**src/rtl/mtsf_ram.sv**
```systemverilog
// Generic single-clock RAM with one write port and one registered read port.
`default_nettype none
module mtsf_ram #(
    parameter int WIDTH = 8,
    parameter int DEPTH = 16
) (
    input  wire logic                     i_clk,
    input  wire logic                     i_we,
    input  wire logic [$clog2(DEPTH)-1:0] i_waddr,
    input  wire logic [WIDTH-1:0]         i_wdata,
    input  wire logic [$clog2(DEPTH)-1:0] i_raddr,
    output logic      [WIDTH-1:0]         o_rdata
);

    logic [WIDTH-1:0] r_mem [DEPTH];

    always_ff @(posedge i_clk) begin
        if (i_we) begin
            r_mem[i_waddr] <= i_wdata;
        end
        o_rdata <= r_mem[i_raddr];
    end

endmodule
`default_nettype wire

```
**config.mk**
```make
export PLATFORM = sky130hd
export DESIGN_NAME = mtsf_ram
export DESIGN_NICKNAME = d
export VERILOG_FILES = /design/src/rtl/mtsf_ram.sv
export SDC_FILE = /design/constraint.sdc
export NUM_CORES = 1
export LEC_CHECK = 0
export BUFFER_PORTS_ARGS = -buffer_cell sky130_fd_sc_hd__buf_2
export CAP_MARGIN = 20
export CORE_UTILIZATION = 38
export CTS_CLUSTER_SIZE = 12
export DETAILED_ROUTE_END_ITERATION = 8
export GPL_TIMING_DRIVEN = 0
export HOLD_SLACK_MARGIN = 0.05
export PLACE_DENSITY = 0.65
export SETUP_SLACK_MARGIN = 0.15
export SLEW_MARGIN = 20
export SYNTH_ARGS = -nofsm -noshare
export SYNTH_HDL_FRONTEND = slang
export SYNTH_SLANG_ARGS = --single-unit
```
**constraint.sdc**
```tcl
create_clock -name i_clk -period 4 [get_ports i_clk]
set_input_delay 0.8 -clock i_clk [delete_from_list [all_inputs] [get_ports i_clk]]
set_output_delay 0.8 -clock i_clk [all_outputs]
set_load 0.01 [all_outputs]
```
==> After elaboration in Yosys (flattened, before gate mapping) <==
Memories as Yosys holds them, arrays and structs flattened. A register that Yosys moved wholly into a read port is not among the register bits.
Index checks and enable logic that the tools add are counted.
{ "totals": {"reg_bits": 0, "n_memories": 1, "inputBits": 18, "output_inout_bits": 8, "mem_bits_rw": 128} }
{ "memory_table": {"columns": ["name", "depth", "word_bits", "read_ports", "rd_clocked_by_memory_dff", "wr", "line_no", "source"], "rows": [
  ["r_mem", 16, 8, 1, 1, 1, "15", "logic [WIDTH-1:0] r_mem [DEPTH];"]
]} }
{ "op_classes": {"muxes": 2} }
{ "ops": {"columns": ["operator", "count"], "rows": [
  ["$mux 1", 2]
]} }

==> Logic depth before layout (Yosys ltp) <==
{ "depth": {"word_depth": 2, "mapped_depth": 5} }

==> Worst setup path before layout <==
OpenSTA, ideal clock, no wires.
{ "synth_path": {"path_type": "input to register", "startpoint": "input i_waddr[2]", "endpoint": "memory r_mem[0][0], enable pin", "setup_time_ns": 0.383, "required_time_ns": 3.617, "slack_ns": 1.707, "path_buffers": 0, "t_arrival_ns": 1.910, "stages": 2, "path_cell_list": "or3b_2 -> nor3_1"} }
{ "synth_rtl": {"columns": ["item", "line_no", "source"], "rows": [
  ["start, declared", "9", "input wire logic [$clog2(DEPTH)-1:0] i_waddr,"],
  ["end, declared", "15", null]
]} }
No word-level cell before the write port.

==> Final worst setup path <==
{ "layout_path": {"startpoint": "input i_waddr[2]", "endpoint": "memory r_mem[1][3], enable pin"} }
No word-level cell before the write port.

==> results by group <==
Worst setup path
  • R2r startpoint: r_mem[5][0]$_DFFE_PP_
  • Crit Path Category: in2reg
  • Critical Path Start Type: input port
  • Critical path peak fanout: 8
  • Crit path max-delay cell type: nor2_1
  • Worst path required time: 4.03 ns
  • CP cell instances: buf_2 -> or3b_2 -> nor2_1
  • CP arrival: 2.11 ns
  • Delay of the slowest cell on the worst path: 0.65 ns
  • Critical path endpoint category: flip-flop
  • Critical Path Start: i_waddr[2]

Finish
  • Ant. Diodes: 0
  • Fraction of layout cells with a size suffix above 1: 30.2%
  • Synthesis-to-layout area growth: 18.4%
  • Final nets: 290
  • Fill cells: 1,119
  • Final instance area: 0.00610 sq mm

Job
  • Maxcap violations: 0

CTS
  • H-tree Lvls: 4
  • Total setup buffers inserted after CTS: 0
  • Clock buffer depth: 2
  • CTS resizes: 0
  • CTS Hold Bufs: 0
  • CTS root buf: clkbuf_16
  • Total CTS buffers: 17
  • Clock Latency Late Sink: 0.41 ns
  • TritonCTS clock tree: built
  • Clk slew on worst S/H paths: 0.06 ns
  • # clock sinks: 136

Floorplanning
  • Die X: 118 um
  • Rows: 42
  • Die area: 0.0140 sq mm
  • Starting Density: 38.9%
  • # IOs: 26
  • Die H: 118 um
  • Core box area: 0.0132 sq mm

Synthesis
  • Seq/Total Area, Yosys: 77.8%
  • Synth warnings: 0
  • Most common cell in the netlist: edfxtp_1
  • Post-synth EDFFs: 128
  • Post-synth ARST share: 0%
  • Syn_area_per_cell: 22.5 sq um
  • Commonest cells post-synth: 128 x edfxtp_1, 18 x mux4_2, 16 x a22oi_1
  • Mapped Nets: 247
  • Top FF cell, synth: edfxtp_1
  • Post-synthesis instance total: 229
  • Mapped cell area: 0.00515 sq mm
  • Top cells by area, synth: edfxtp_1 75%, mux4_2 7.9%, mux4_1 7.1%
  • Yosys reg bits: 136
  • Distinct cells, synth: 19
  • Post-synth top area share: 74.7%
  • Cell taking the most area after synthesis: edfxtp_1

Detailed routing
  • Wire length per cell: 21.1 um
  • Detailed Route WL: 9.75 mm
  • Antenna viol nets, final: 0
  • First-pass DRT Iterations: 4
  • Initial DRC count: 172
  • DRC Markers: 0
  • Drt via density: 5.20
  • DR vias: 2,399

Place
  • RePlAce Congestion: 0.690
  • Post-DP HPWL: 6.16 mm
  • DP Area: 0.00551 sq mm
  • Buffers on Ports: 24

Timing
  • RSZ-0062 raised after global routing: false
  • Setup TNS: 0 ns
  • Post-route minimum period: 2.08 ns
  • Fin crit share: 51.9%
  • Final slew viol count: 0
  • Slew @ Worst Pin: 0.812 ns
  • Final Hold Fails: 0
  • Final Setup Violations: 0
  • Max Freq: 0.482 GHz
  • Fin Clk Skew: 0.00973 ns
  • Slew headroom: 45.6%

Global routing
  • Grt total ovfl: 0
  • First-pass GRT wire length: 14.7 mm
  • Vias in the first global route: 2,422
  • Initial antenna violation count: 0
  • Gr usage total: 15.1%
  • Largest net degree at the start of global routing: 17

Pwr
  • Leak: 2.02 nW
  • Pwr dens: 540 mW/mm^2
  • Peak supply drop: 0.363 mV

Run status
  • Status: finished, final reports clean

Hold path
  • Worst Hold Class: reg2reg
  • Critical hold path startpoint: r_mem[8][4]$_DFFE_PP_
routing by layer:
| layer | global-route usage [%] | routed length (um) | up-vias |
|---|---|---|---|
| li1 | - | - | 1060 |
| met1 | 21.7 | 4320 | 1243 |
| met2 | 22.1 | 4600 | 86 |
| met3 | 3.91 | 668 | 10 |
| met4 | 6.17 | 161 | 0 |
| met5 | 0 | 0 | - |
where the power goes:
| group | total (mW) | internal, mW | switching, mW | leakage, nW |
|---|---|---|---|---|
| Sequential | 1.60 | 1.59 | 0.00720 | 1.22 |
| Clock | 1.54 | 0.978 | 0.561 | 0.276 |
| Combinational | 0.154 | 0.0634 | 0.0906 | 0.520 |
state kept, by name, indices dropped and copies added (netlist names):
signal and cells:
r_mem 128, o_rdata 8
final cells by class:
type                            instances  area [sq um]  share of cell area, %
Sequential cell                       136          4000                   65.7
Multi-Input combinational cell         83          1080                   17.7
Clock buffer                           20           437                   7.16
Tap cell                              176           220                   3.61
Clock inverter                         12           153                   2.50
Timing Repair Buffer                   24           120                   1.97
Buffer                                 10          86.3                   1.42
critical path, delay by kind of cell:
family                 cells  cell delay (ns)
and+or+nand+nor            2             1.19
buffers and inverters      1             0.11
per-stage QoR:
stage	worst slack [ns]	power, mW	utilization (%)	std cells	hold slack [ns]
final	1.92	3.29	46.0	461	0.682
after global routing	1.84	3.39	46.0	461	0.709
after CTS	1.90	3.32	46.0	461	0.687
after detailed placement	1.50	1.79	41.6	429	0.675
after global placement	1.13	1.78	41.4	429	0.661
after floorplan	1.71	1.71	-	229	0.629
cells by family (layout without fill, tap and decap cells):
family / after synthesis / count (layout) / share of synthesized area (%)
buffers and inverters: 10 / 66 / 1.68
DFF: 136 / 136 / 77.8
and+or+nand+nor: 35 / 35 / 3.18
muxes: 32 / 32 / 15.0
AOI/OAI and AO/OA: 16 / 16 / 2.33
cells in the final DEF (no fill, tap or decap):
master           synthesis  layout
mux4_1                  14      14
clkinv_2                 0       3
nand2_1                  9       9
clkbuf_1                 0       3
and2_1                   1       1
dfxtp_1                  8       8
bufinv_16                0       3
and2b_1                  1       1
nor3_2                   0       4
nand3b_1                 2       2
edfxtp_1               128     128
a22oi_1                 16      16
buf_2                    3      27
buf_4                    1       1
clkdlybuf4s25_2          3       3
nand2b_1                 2       2
nor2b_1                  1       1
buf_6                    3       3
nand3_1                  1       1
mux4_2                  18      18
or3b_2                   1       1
clkinvlp_4               0       4
clkinv_4                 0       2
clkbuf_16                0      17
nor2_1                  13      13
worst paths after layout:
check | end | slack, ns | cells past startpoint
setup / recovery | r_mem[1][3]$_DFFE_PP_ | 1.92 | 3
hold / removal | o_rdata[4]$_DFF_P_ | 0.68 | 3
hold reg to reg | o_rdata[4]$_DFF_P_ | 0.68 | 3
setup reg to reg | o_rdata[0]$_DFF_P_ | 2.56 | 3
No activity file was read; power rests on OpenSTA's default activity.
