### src/rtl/mtsf_pkg.sv
// Shared types, constants and helper functions for the momentum tune span finder.
`default_nettype none
package mtsf_pkg;

    localparam int MAX_POINTS = 256;
    localparam int AW         = $clog2(MAX_POINTS);
    localparam int CW         = $clog2(MAX_POINTS + 1);

    localparam int OFF_W  = 32;
    localparam int TUNE_W = 18;
    localparam int DIFF_W = 24;
    localparam int SPAN_W = 17;
    localparam int ABS_W  = 31;

    localparam logic signed [TUNE_W-1:0] TUNE_ONE  = 18'sd65536;
    localparam logic signed [TUNE_W-1:0] TUNE_HALF = 18'sd32768;
    localparam logic signed [DIFF_W-1:0] DIFF_LIMIT_RESET = -24'sd327680;

    typedef struct packed {
        logic signed [OFF_W-1:0]  offset;
        logic signed [TUNE_W-1:0] tune_x;
        logic signed [TUNE_W-1:0] tune_y;
        logic signed [DIFF_W-1:0] diffusion;
    } t_point;

    localparam int POINT_W = $bits(t_point);

    // Control from the sequencer to the per-plane span trackers.
    typedef struct packed {
        logic init;
        logic restart;
        logic step;
        logic down;
    } t_span_ctl;

    function automatic logic tune_ok(input logic signed [TUNE_W-1:0] t);
        return (t > 18'sd0) && (t < TUNE_ONE);
    endfunction

    function automatic logic upper_half(input logic signed [TUNE_W-1:0] t);
        return t >= TUNE_HALF;
    endfunction

    // Absolute value that saturates the most negative offset.
    function automatic logic [ABS_W-1:0] abs_sat(input logic signed [OFF_W-1:0] d);
        logic [OFF_W-1:0] neg;
        neg = OFF_W'(-d);
        if (!d[OFF_W-1]) begin
            return d[ABS_W-1:0];
        end else if (neg[OFF_W-1]) begin
            return {ABS_W{1'b1}};
        end else begin
            return neg[ABS_W-1:0];
        end
    endfunction

endpackage
`default_nettype wire

### src/rtl/mtsf_span.sv
// Per-plane walk tracker: side, activity, tune min/max and end offsets.
`default_nettype none
module mtsf_span
    import mtsf_pkg::*;
(
    input  wire logic                     i_clk,
    input  wire logic                     i_rst_n,
    input  wire t_span_ctl                i_ctl,
    input  wire logic signed [TUNE_W-1:0] i_tune,
    input  wire logic signed [OFF_W-1:0]  i_offset,
    input  wire logic                     i_diff_ok,
    output logic                          o_cont,
    output logic [SPAN_W-1:0]             o_tune_span,
    output logic [ABS_W-1:0]              o_offset_span
);

    logic              r_active;
    logic              r_side;
    logic [SPAN_W-1:0] r_min;
    logic [SPAN_W-1:0] r_max;
    logic [ABS_W-1:0]  r_abs_lo;
    logic [ABS_W-1:0]  r_abs_hi;

    logic              ok;
    logic [SPAN_W-1:0] tune_u;
    logic [ABS_W-1:0]  abs_off;

    // Only the downward walk also looks at diffusion.
    assign ok      = tune_ok(i_tune) && (upper_half(i_tune) == r_side)
                     && (i_diff_ok || !i_ctl.down);
    assign o_cont  = r_active && ok;
    assign tune_u  = i_tune[SPAN_W-1:0];
    assign abs_off = abs_sat(i_offset);

    assign o_tune_span   = r_max - r_min;
    assign o_offset_span = (r_abs_lo < r_abs_hi) ? r_abs_lo : r_abs_hi;

    always_ff @(posedge i_clk) begin
        if (!i_rst_n) begin
            r_active <= 1'b0;
        end else if (i_ctl.init || i_ctl.restart) begin
            r_active <= 1'b1;
        end else if (i_ctl.step && r_active && !ok) begin
            r_active <= 1'b0;
        end

        if (i_ctl.init) begin
            r_side   <= upper_half(i_tune);
            r_min    <= tune_u;
            r_max    <= tune_u;
            r_abs_lo <= abs_off;
            r_abs_hi <= abs_off;
        end else if (i_ctl.step && o_cont) begin
            if (tune_u < r_min) begin
                r_min <= tune_u;
            end
            if (tune_u > r_max) begin
                r_max <= tune_u;
            end
            if (i_ctl.down) begin
                r_abs_lo <= abs_off;
            end else begin
                r_abs_hi <= abs_off;
            end
        end
    end

endmodule
`default_nettype wire

### config.mk
export PLATFORM = sky130hd
export DESIGN_NAME = mtsf_span
export DESIGN_NICKNAME = d
export VERILOG_FILES = /design/src/rtl/mtsf_pkg.sv /design/src/rtl/mtsf_span.sv
export SDC_FILE = /design/constraint.sdc
export NUM_CORES = 1
export LEC_CHECK = 0
export BUFFER_PORTS_ARGS = -buffer_cell sky130_fd_sc_hd__buf_2
export CAP_MARGIN = 40
export CORE_MARGIN = 2
export CORE_UTILIZATION = 25
export CTS_CLUSTER_DIAMETER = 80
export DETAILED_ROUTE_END_ITERATION = 8
export PLACE_DENSITY = 0.42
export SLEW_MARGIN = 5
export SYNTH_ARGS = -nofsm -noshare
export SYNTH_HDL_FRONTEND = slang
export SYNTH_SLANG_ARGS = --single-unit
export TNS_END_PERCENT = 100
### constraint.sdc
create_clock -name i_clk -period 5.38 [get_ports i_clk]
set_clock_uncertainty 0.1 [all_clocks]
set_input_delay 0.269 -clock i_clk [delete_from_list [all_inputs] [get_ports i_clk]]
set_output_delay 0.269 -clock i_clk [all_outputs]
set_load 0.1 [all_outputs]
# Yosys cells after proc, flatten, opt, wreduce, memory -nomap -nowiden
# Cells that the tools add are included.
# classes
reduce_logical,20
mux,17
order_cmp,6
eq_ne,2
add_sub_neg,2
# op_table
op,n
2-to-1 mux 31 bit,9
2-to-1 mux 17 bit,6
negator 32 bit,1
less-than comparator 31 bit,1
"greater-or-equal comparator 18 x 17 -> 1 bit, second input constant",1
"> comparator 18 x 1 -> 1 bit, second input constant",1
"less-than comparator 18 bit, second input constant",1
> comparator 17 bit,1
less-than comparator 17 bit,1
subtractor 17 bit,1
nonzero test 2 bit,5
AND reduction 2 bit,4
logical AND 1 bit,7
zero test 1 bit,2
logical OR 1 bit,2
2-to-1 mux 1 bit,2
"inequality test 2 x 1 -> 1 bit, second input constant",1
== test 1 bit,1
# totals
register_bits,98
word_cells,53
input_bits,57

# Logic depth before layout (Yosys ltp)
# Gate-level depths: netlist (run 1).
# logic_depth
depth_word,8
ltp_mapped,9

# Worst setup path before layout (run 1)
# OpenSTA, ideal clock, no wires.
# synth_timing
path_kind,register to output
from,register r_min[0]
to,output o_tune_span[14]
t_arrival_ns,3.330
path_slack_ns,1.681
n_path_buf,0
path_stages_with_launch,9
path_cell_list,edfxtp_1 -> ha_1 -> fa_1 -> nand2b_1 -> a21oi_1 -> o21ai_0 -> o211ai_1 -> a31oi_1 -> xnor2_1
# synth_between
elab_chain_cells,1
# synth_rtl
item,line,rtl
from (decl),mtsf_span.sv:19,logic [SPAN_W-1:0] r_min;
from (signal assigned),mtsf_span.sv:49,r_min <= tune_u;
from (signal assigned),mtsf_span.sv:55,r_min <= tune_u;
subtractor 17 bit,mtsf_span.sv:35,assign o_tune_span = r_max - r_min;
to (decl),mtsf_span.sv:13,"output logic [SPAN_W-1:0] o_tune_span,"
# No other way between the ends.

# Final worst setup path (run 1)
# layout_timing
from,register r_abs_lo[22]
to,output o_offset_span[22]
# layout_between
elab_chain_cells,2
# layout_rtl
item,line,rtl
from (decl),mtsf_span.sv:21,logic [ABS_W-1:0] r_abs_lo;
from (signal assigned),mtsf_span.sv:51,r_abs_lo <= abs_off;
from (signal assigned),mtsf_span.sv:61,r_abs_lo <= abs_off;
less-than comparator 31 bit,mtsf_span.sv:36,assign o_offset_span = (r_abs_lo < r_abs_hi) ? r_abs_lo : r_abs_hi;
2-to-1 mux 31 bit *,mtsf_span.sv:36,
to (decl),mtsf_span.sv:14,output logic [ABS_W-1:0] o_offset_span
# Mark *: on every way between the ends. The rest lies on a longest branch, timed or not.

==> flow_metrics.py, run 1 <==
metrics = {
    "floorplan": {
        "core_sq_um": 26200,
        "die_h_microns": 168,
        "die_x_microns": 168,
        "ios": 106,
        "initial_utilization_pct": 25.5,
        "dieArea_sq_um": 28100,
        "rows": 59,
    },
    "synthesis": {
        "synth_cell_type_count": 58,
        "synth_seq_cells": 98,
        "synth_enable_flop_cells": 97,
        "synth.avg_cell_area_sq_um": 11.0,
        "synth_flop_cell": "edfxtp_1",
        "syn-cell-area_sq_um": 6700,
        "yosysWarnings": 0,
        "synth-seq-area-share_pct": 43.8,
        "async_flop_share_pct": 0,
        "synth_cells": 610,
        "syn-num-nets": 748,
    },
    "hold_path": {
        "worstHoldPathType": "in -> reg",
    },
    "finish": {
        "nets": 858,
        "final_util_pct": 30.3,
        "fin_area_sq_um": 7930,
        "fin_cells": 1060,
        "final_common_cell": "buf_2",
        "n_antenna_cell": 0,
        "final_cell_mix": "buf_2, edfxtp_1, ha_1, inv_1, nand2_1",
        "area_delta_synth_final_pct": 18.5,
        "drive_above_1_share_pct": 23.0,
    },
    "pwr": {
        "ir_worst_vdd_v": 0.000173,
        "p_per_area_nw_per_um2": 333,
        "finalPower_mw": 2.64,
        "leakagePower_nw": 3.61,
    },
    "run_status": {
        "status": "complete, no violations",
    },
    "placement": {
        "dpl_cell_area_sq_um": 7620,
        "dp_hpwl_mm": 13.1,
        "port_buffers": 105,
        "gp_congestion": 0.775,
        "dp_slack_ns": 1.74,
        "placed_cells": 1044,
    },
    "route": {
        "wl_per_cell_microns": 15.4,
        "dr.pass1.iters": 7,
        "drt_wl_total_mm": 16.3,
        "antenna_left": 0,
        "drt_iter0_markers": 185,
        "vias": 4795,
        "routed_via_density": 4.52,
        "drcViolationCount": 0,
    },
    "clocking": {
        "cts_resized": 0,
        "cts-root-buf": "clkbuf_16",
        "clk_latency_ns": 0.34,
        "path_clk_slew_ns": 0.07,
        "cts_buffers": 9,
        "clk_path_buf_depth": 2,
        "post-cts-setup-buffers": 0,
        "hold_buffers": 0,
        "htreeDepth": 3,
        "cts_tree": "built",
        "cts.sinks": 98,
    },
    "setup_path": {
        "required_ns": 5.01,
        "worstSetupEndpoint": "o_offset_span[22]",
        "critPathMaxStageDelay_ns": 0.55,
        "cp.arrival_ns": 3.57,
        "slowest_stage": "a21oi_4",
        "r2r_end": "r_min[14]",
        "worstPathCellList": "ha_1 -> and3_4 -> a221o_1 -> a221oi_2 -> o211ai_1 -> a21oi_4 -> buf_4 -> mux2_4 -> buf_2",
        "startpoint": "r_abs_lo[22]",
        "crit_family": "compound AO/OA/AOI/OAI gates",
        "crit_cells": 9,
        "reg2reg_from": "r_min[10]",
        "critical_path_peak_fanout": 14,
        "worst-path-buf-inv": 2,
        "path_class": "reg -> out",
        "critPathLaunchType": "flip-flop",
        "ff2ff_path_depth": 7,
        "reg2reg_slack_ns": 2.73,
        "worst_setup_path_end_kind": "output pin",
    },
    "sta": {
        "finalCriticalPeriod_ns": 3.94,
        "hold_violations": 0,
        "finalMaxSlewViolations": 0,
        "fmax_mhz": 254,
        "holdWs_ns": 0.0592,
        "rsz0062_at_grt": "no",
        "period_share_pct": 73.2,
        "final.setup.tns_ns": 0,
        "tightest_slew_ns": 0.674,
        "setup_ws_ns": 1.44,
        "slew_headroom_pct": 54.6,
        "setup_viol": 0,
    },
    "global_routing": {
        "antenna_found_initial": 0,
        "grt-ovfl-total": 0,
        "grtUsageTotal_pct": 11.8,
        "grt_pass1_vias": 4821,
        "grt_pass1_wl_mm": 25.9,
        "grt_max_degree": 35,
    },
    "job": {
        "drv_cap": 0,
    },
}
[routing by layer]
layer  part of all wire [%]  track usage [%]  up-vias
li1                       -                -     2448
met1                     47             15.6     2208
met2                     47             20.0      131
met3                    5.7             2.25        8
met4                   0.88             2.61        0
met5                      0                0        -
[state kept, by name (all words and copies together) (netlist names)]
name	count
r_abs_hi	31
r_abs_lo	31
r_max	17
r_min	17
r_active	1
r_side	1
[worst min-delay path by stage]
stage / from / to / slack (ns) / cells after the start
global placement: i_tune[0] / r_min[0] / 0.41 / 1
detailed placement: i_rst_n / r_active / 0.41 / 2
global route: i_rst_n / r_active / 0.06 / 2
CTS: i_rst_n / r_active / 0.04 / 2
finish: i_rst_n / r_active / 0.06 / 2
floorplan: i_tune[0] / r_max[0] / 0.27 / 0
[power breakdown]
group	switching, mW	internal (mW)
Sequential	0.0292	0.910
Clock	0.281	0.406
Combinational	0.761	0.255
Total	1.07	1.57
[Yosys cell counts, types with 4 or more instances]
master     n  share of area (%)
a21o_1    18                2.0
a21oi_1   30                2.2
edfxtp_1  97                 44
ha_1      80                 15
nor2_1    22                1.2
xnor2_1   17                2.2
clkbuf_1   7               0.39
o31ai_1    7               0.78
nand2b_1  10               0.93
nand4_1   15                1.4
mux2i_1    4               0.60
inv_1     75                4.2
and3_1     4               0.37
nand2_1   58                3.3
a31oi_1    8               0.75
o211ai_1   4               0.45
o21ai_0   22                1.6
xor2_1    19                2.5
nor3_1    12               0.90
nor2b_1    5               0.47
mux2_4    30                6.7
nand3_1   10               0.75
[kinds of logic (layout without fill, tap and decap cells)]
logic type                 after synthesis  after routing  share of synthesized area (%)
and+or+nand+nor                        156            156                           11.6
DFF                                     98             98                           43.8
xor gates and xnor gates                36             36                           4.71
AOI/OAI and AO/OA                      118            118                           11.9
adders and majority gates               81             81                           15.2
muxes                                   35             35                           7.49
buffers and inverters                   86            201                           5.18
[worst reg2reg max path, cell delays in order (launching register included)]
cell and delay [ns]:
edfxtp_1 0.36, inv_1 0.09, ha_1 0.24, a21o_1 0.16, a211o_1 0.32, a211o_1 0.27, o21ai_0 0.21, a31o_2 0.55
[cell type report]
type / count / area (sq um)
fillers: 2755 / 18300
multi-input cells: 426 / 3420
flip-flops and latches: 98 / 2930
repair buffers: 110 / 563
well taps: 335 / 419
inverters: 75 / 282
clock buffers: 9 / 225
clock inverters: 7 / 88.8
(Power assumes the default switching activity.)
==> inputs of run 2 (changes only) <==
--- a/config.mk
+++ b/config.mk
@@ -5,13 +5,14 @@
 export SDC_FILE = /design/constraint.sdc
 export NUM_CORES = 1
 export LEC_CHECK = 0
+export ABC_AREA = 1
 export BUFFER_PORTS_ARGS = -buffer_cell sky130_fd_sc_hd__buf_2
 export CAP_MARGIN = 40
 export CORE_MARGIN = 2
 export CORE_UTILIZATION = 25
 export CTS_CLUSTER_DIAMETER = 80
 export DETAILED_ROUTE_END_ITERATION = 8
-export PLACE_DENSITY = 0.42
+export PLACE_DENSITY = 0.41
 export SLEW_MARGIN = 5
 export SYNTH_ARGS = -nofsm -noshare
 export SYNTH_HDL_FRONTEND = slang
==> constraint.sdc (replaced) <==
create_clock -name i_clk -period 3.8 [get_ports i_clk]
set_clock_uncertainty 0.1 [all_clocks]
set_input_delay 0.19 -clock i_clk [delete_from_list [all_inputs] [get_ports i_clk]]
set_output_delay 0.19 -clock i_clk [all_outputs]
set_load 0.1 [all_outputs]
==> run 2 against run 1 <==
Core utilization decreased by 0.12 points. Setup slack got worse by 0.75 ns. Global-route usage increased by 1.7 points. Non-clock buffer count increased by 14. Register-to-register slack got worse by 1.4 ns. Wire length increased by 22%. Final area increased by 8.5%. Largest power group unchanged. Highest routed layer is now met5.
==> flow_metrics.py, run 2 <==
metrics = {
    "synthesis": {
        "yosys.area.top_type_share_pct": 40.4,
        "synthTopCellsByArea": "edfxtp_1, ha_1, nand2_1",
        "synth_cell_type_count": 35,
        "synth.avg_cell_area_sq_um": 7.95,
        "syn-cell-area_sq_um": 7200,
        "async_flop_share_pct": 0,
        "synth_cells": 906,
        "synth_flop_cell": "edfxtp_1",
        "yosysMostFrequentCell": "nand2_1",
        "yosysWarnings": 0,
        "synth_seq_cells": 98,
        "synth_enable_flop_cells": 97,
        "synth.largest_area_cell": "edfxtp_1",
        "synth_commonest_cells": "nand2_1, inv_1, edfxtp_1, ha_1, nand3_1",
        "syn-num-nets": 1044,
        "synth-seq-area-share_pct": 40.7,
    },
    "floorplan": {
        "dieArea_sq_um": 30200,
        "ios": 106,
        "rows": 62,
        "core_sq_um": 28500,
        "die_x_microns": 174,
        "die_h_microns": 174,
        "initial_utilization_pct": 25.2,
    },
    "finish": {
        "fin_area_sq_um": 8610,
        "final_common_cell": "nand2_1",
        "drive_above_1_share_pct": 14.1,
        "fill_cells": 3222,
        "area_delta_synth_final_pct": 19.5,
        "final_util_pct": 30.2,
        "n_antenna_cell": 0,
        "fin_cells": 1414,
        "reg.largest.list": "r_abs_hi (31), r_abs_lo (31)",
        "final_cell_mix": "nand2_1, inv_1, buf_2, edfxtp_1",
        "nets": 1163,
    },
    "clocking": {
        "cts.sinks": 98,
        "cts-root-buf": "clkbuf_16",
        "cts_resized": 0,
        "clk_latency_ns": 0.35,
        "htreeDepth": 3,
        "cts_buffers": 9,
        "clk_path_buf_depth": 2,
        "cts_tree": "built",
        "path_clk_slew_ns": 0.07,
    },
    "setup_path": {
        "critPathLaunchType": "flip-flop",
        "critical_path_peak_fanout": 3,
        "r2r_end": "r_max[5]",
        "reg2reg_from": "r_max[16]",
        "cp.arrival_ns": 2.82,
        "path_class": "reg -> out",
        "ff2ff_path_depth": 8,
        "worst_setup_path_end_kind": "output pin",
        "reg2reg_slack_ns": 1.35,
        "required_ns": 3.51,
    },
    "sta": {
        "tightest_slew_ns": 0.813,
        "setup_viol": 0,
        "period_share_pct": 81.9,
        "final.setup.tns_ns": 0,
        "finalCriticalPeriod_ns": 3.11,
        "holdWs_ns": 0.0166,
        "fmax_mhz": 321,
        "setup_ws_ns": 0.688,
        "rsz0062_at_grt": "no",
        "hold_violations": 0,
        "slew_headroom_pct": 45.7,
        "finalMaxSlewViolations": 0,
    },
    "placement": {
        "dp_slack_ns": 0.996,
        "dpl_cell_area_sq_um": 8200,
        "gp_congestion": 0.847,
        "dp_hpwl_mm": 15.6,
        "placed_cells": 1386,
        "port_buffers": 105,
    },
    "global_routing": {
        "grt_pass1_vias": 6138,
        "antenna_found_initial": 1,
        "grt-ovfl-total": 0,
        "grt_pass1_wl_mm": 31.9,
        "grt_max_degree": 32,
        "grtUsageTotal_pct": 13.5,
    },
    "hold_path": {
        "hold_path_depth": 3,
        "whs_endpoint": "r_active",
        "worstHoldPathType": "in -> reg",
        "hp-start": "i_ctl[2]",
    },
    "route": {
        "vias": 6210,
        "antenna_left": 0,
        "drt_iter0_markers": 239,
        "drt_wl_total_mm": 19.9,
        "dr.pass1.iters": 4,
        "routed_via_density": 4.39,
        "drcViolationCount": 0,
        "wl_per_cell_microns": 14.1,
    },
    "pwr": {
        "switching_share_pct": 45.0,
        "seqPwrFrac_pct": 35.6,
        "ir_worst_vdd_v": 0.000199,
        "p_comb_share_pct": 40.0,
        "clkPwrFrac_pct": 24.5,
        "intPower_mw": 2.04,
        "finalPower_mw": 3.70,
        "power.switching_mw": 1.66,
        "leakagePower_nw": 4.28,
        "p_per_area_nw_per_um2": 430,
    },
    "job": {
        "drv_cap": 0,
    },
    "run_status": {
        "status": "complete, no violations",
    },
}
run 2: cell count changes in the layout (fill, tap and decap cells not counted), sizes merged, moves of 12 or more:
| cell | change |
|---|---|
| o21ai | +12 |
| xnor2 | -14 |
| inv | +62 |
| mux2 | -31 |
| nor2 | +59 |
| dlygate4sd3 | +12 |
| nand2 | +206 |
| nand3 | +71 |
| a21o | -13 |
run 2: logic make-up after synthesis:
group / share of synthesized area (%)
fa+ha+maj: 14.2
simple gates: 27.9
xor+xnor: 2.07
buf+inv: 8.20
compound gates: 6.93
flops: 40.7
run 2: power groups by stage:
stage          clock (mW)  combinational (mW)  sequential (mW)
2_1_floorplan           0                1.18             1.33
3_3_place_gp            0                1.49             1.34
3_5_place_dp            0                1.49             1.34
4_1_cts             0.945                1.50             1.32
5_1_grt             0.977                1.60             1.33
6_report            0.905                1.48             1.32
run 2: worst max-delay path, stage by stage, from the launching register on:
cell and delay (ns):
edfxtp_1 0.40, ha_1 0.28, fa_1 0.44, o21ai_0 0.38
nand2_1 0.10, nand2_1 0.13, nand4_1 0.13, nand2_1 0.09
nand2_1 0.05, nand2_1 0.06, buf_2 0.41
run 2: worst max path at each step:
stage | endpoint | startpoint | cells past startpoint
floorplan | r_abs_lo[0] | r_side | 5
global placement | o_offset_span[16] | r_abs_lo[6] | 11
detailed placement | o_offset_span[13] | r_abs_lo[6] | 11
CTS | o_offset_span[13] | r_abs_lo[6] | 11
global route | o_tune_span[14] | r_min[0] | 10
finish | o_tune_span[16] | r_min[0] | 10
run 2: what timing repair did:
action                    4_1_cts  5_1_grt
buffers inserted                0        0
hold buffers                   12        0
hold endpoints to repair       20        0
run 2: final cells by class:
cell class	count	area [sq um]	share of cell area [%]
inverters	136	510	5.93
well taps	384	480	5.58
clock inverters	7	61.3	0.712
multi-input cells	656	3700	43.0
clock buffers	9	225	2.62
repair buffers	124	698	8.11
flip-flops and latches	98	2930	34.1
run 2: routing by layer:
| layer | up-vias | GRT usage [%] | part of all wire [%] |
|---|---|---|---|
| li1 | 3232 | - | - |
| met1 | 2856 | 17.1 | 47 |
| met2 | 102 | 23.9 | 49 |
| met3 | 18 | 1.86 | 3.3 |
| met4 | 2 | 3.71 | 1.3 |
| met5 | - | 0 | 0.065 |
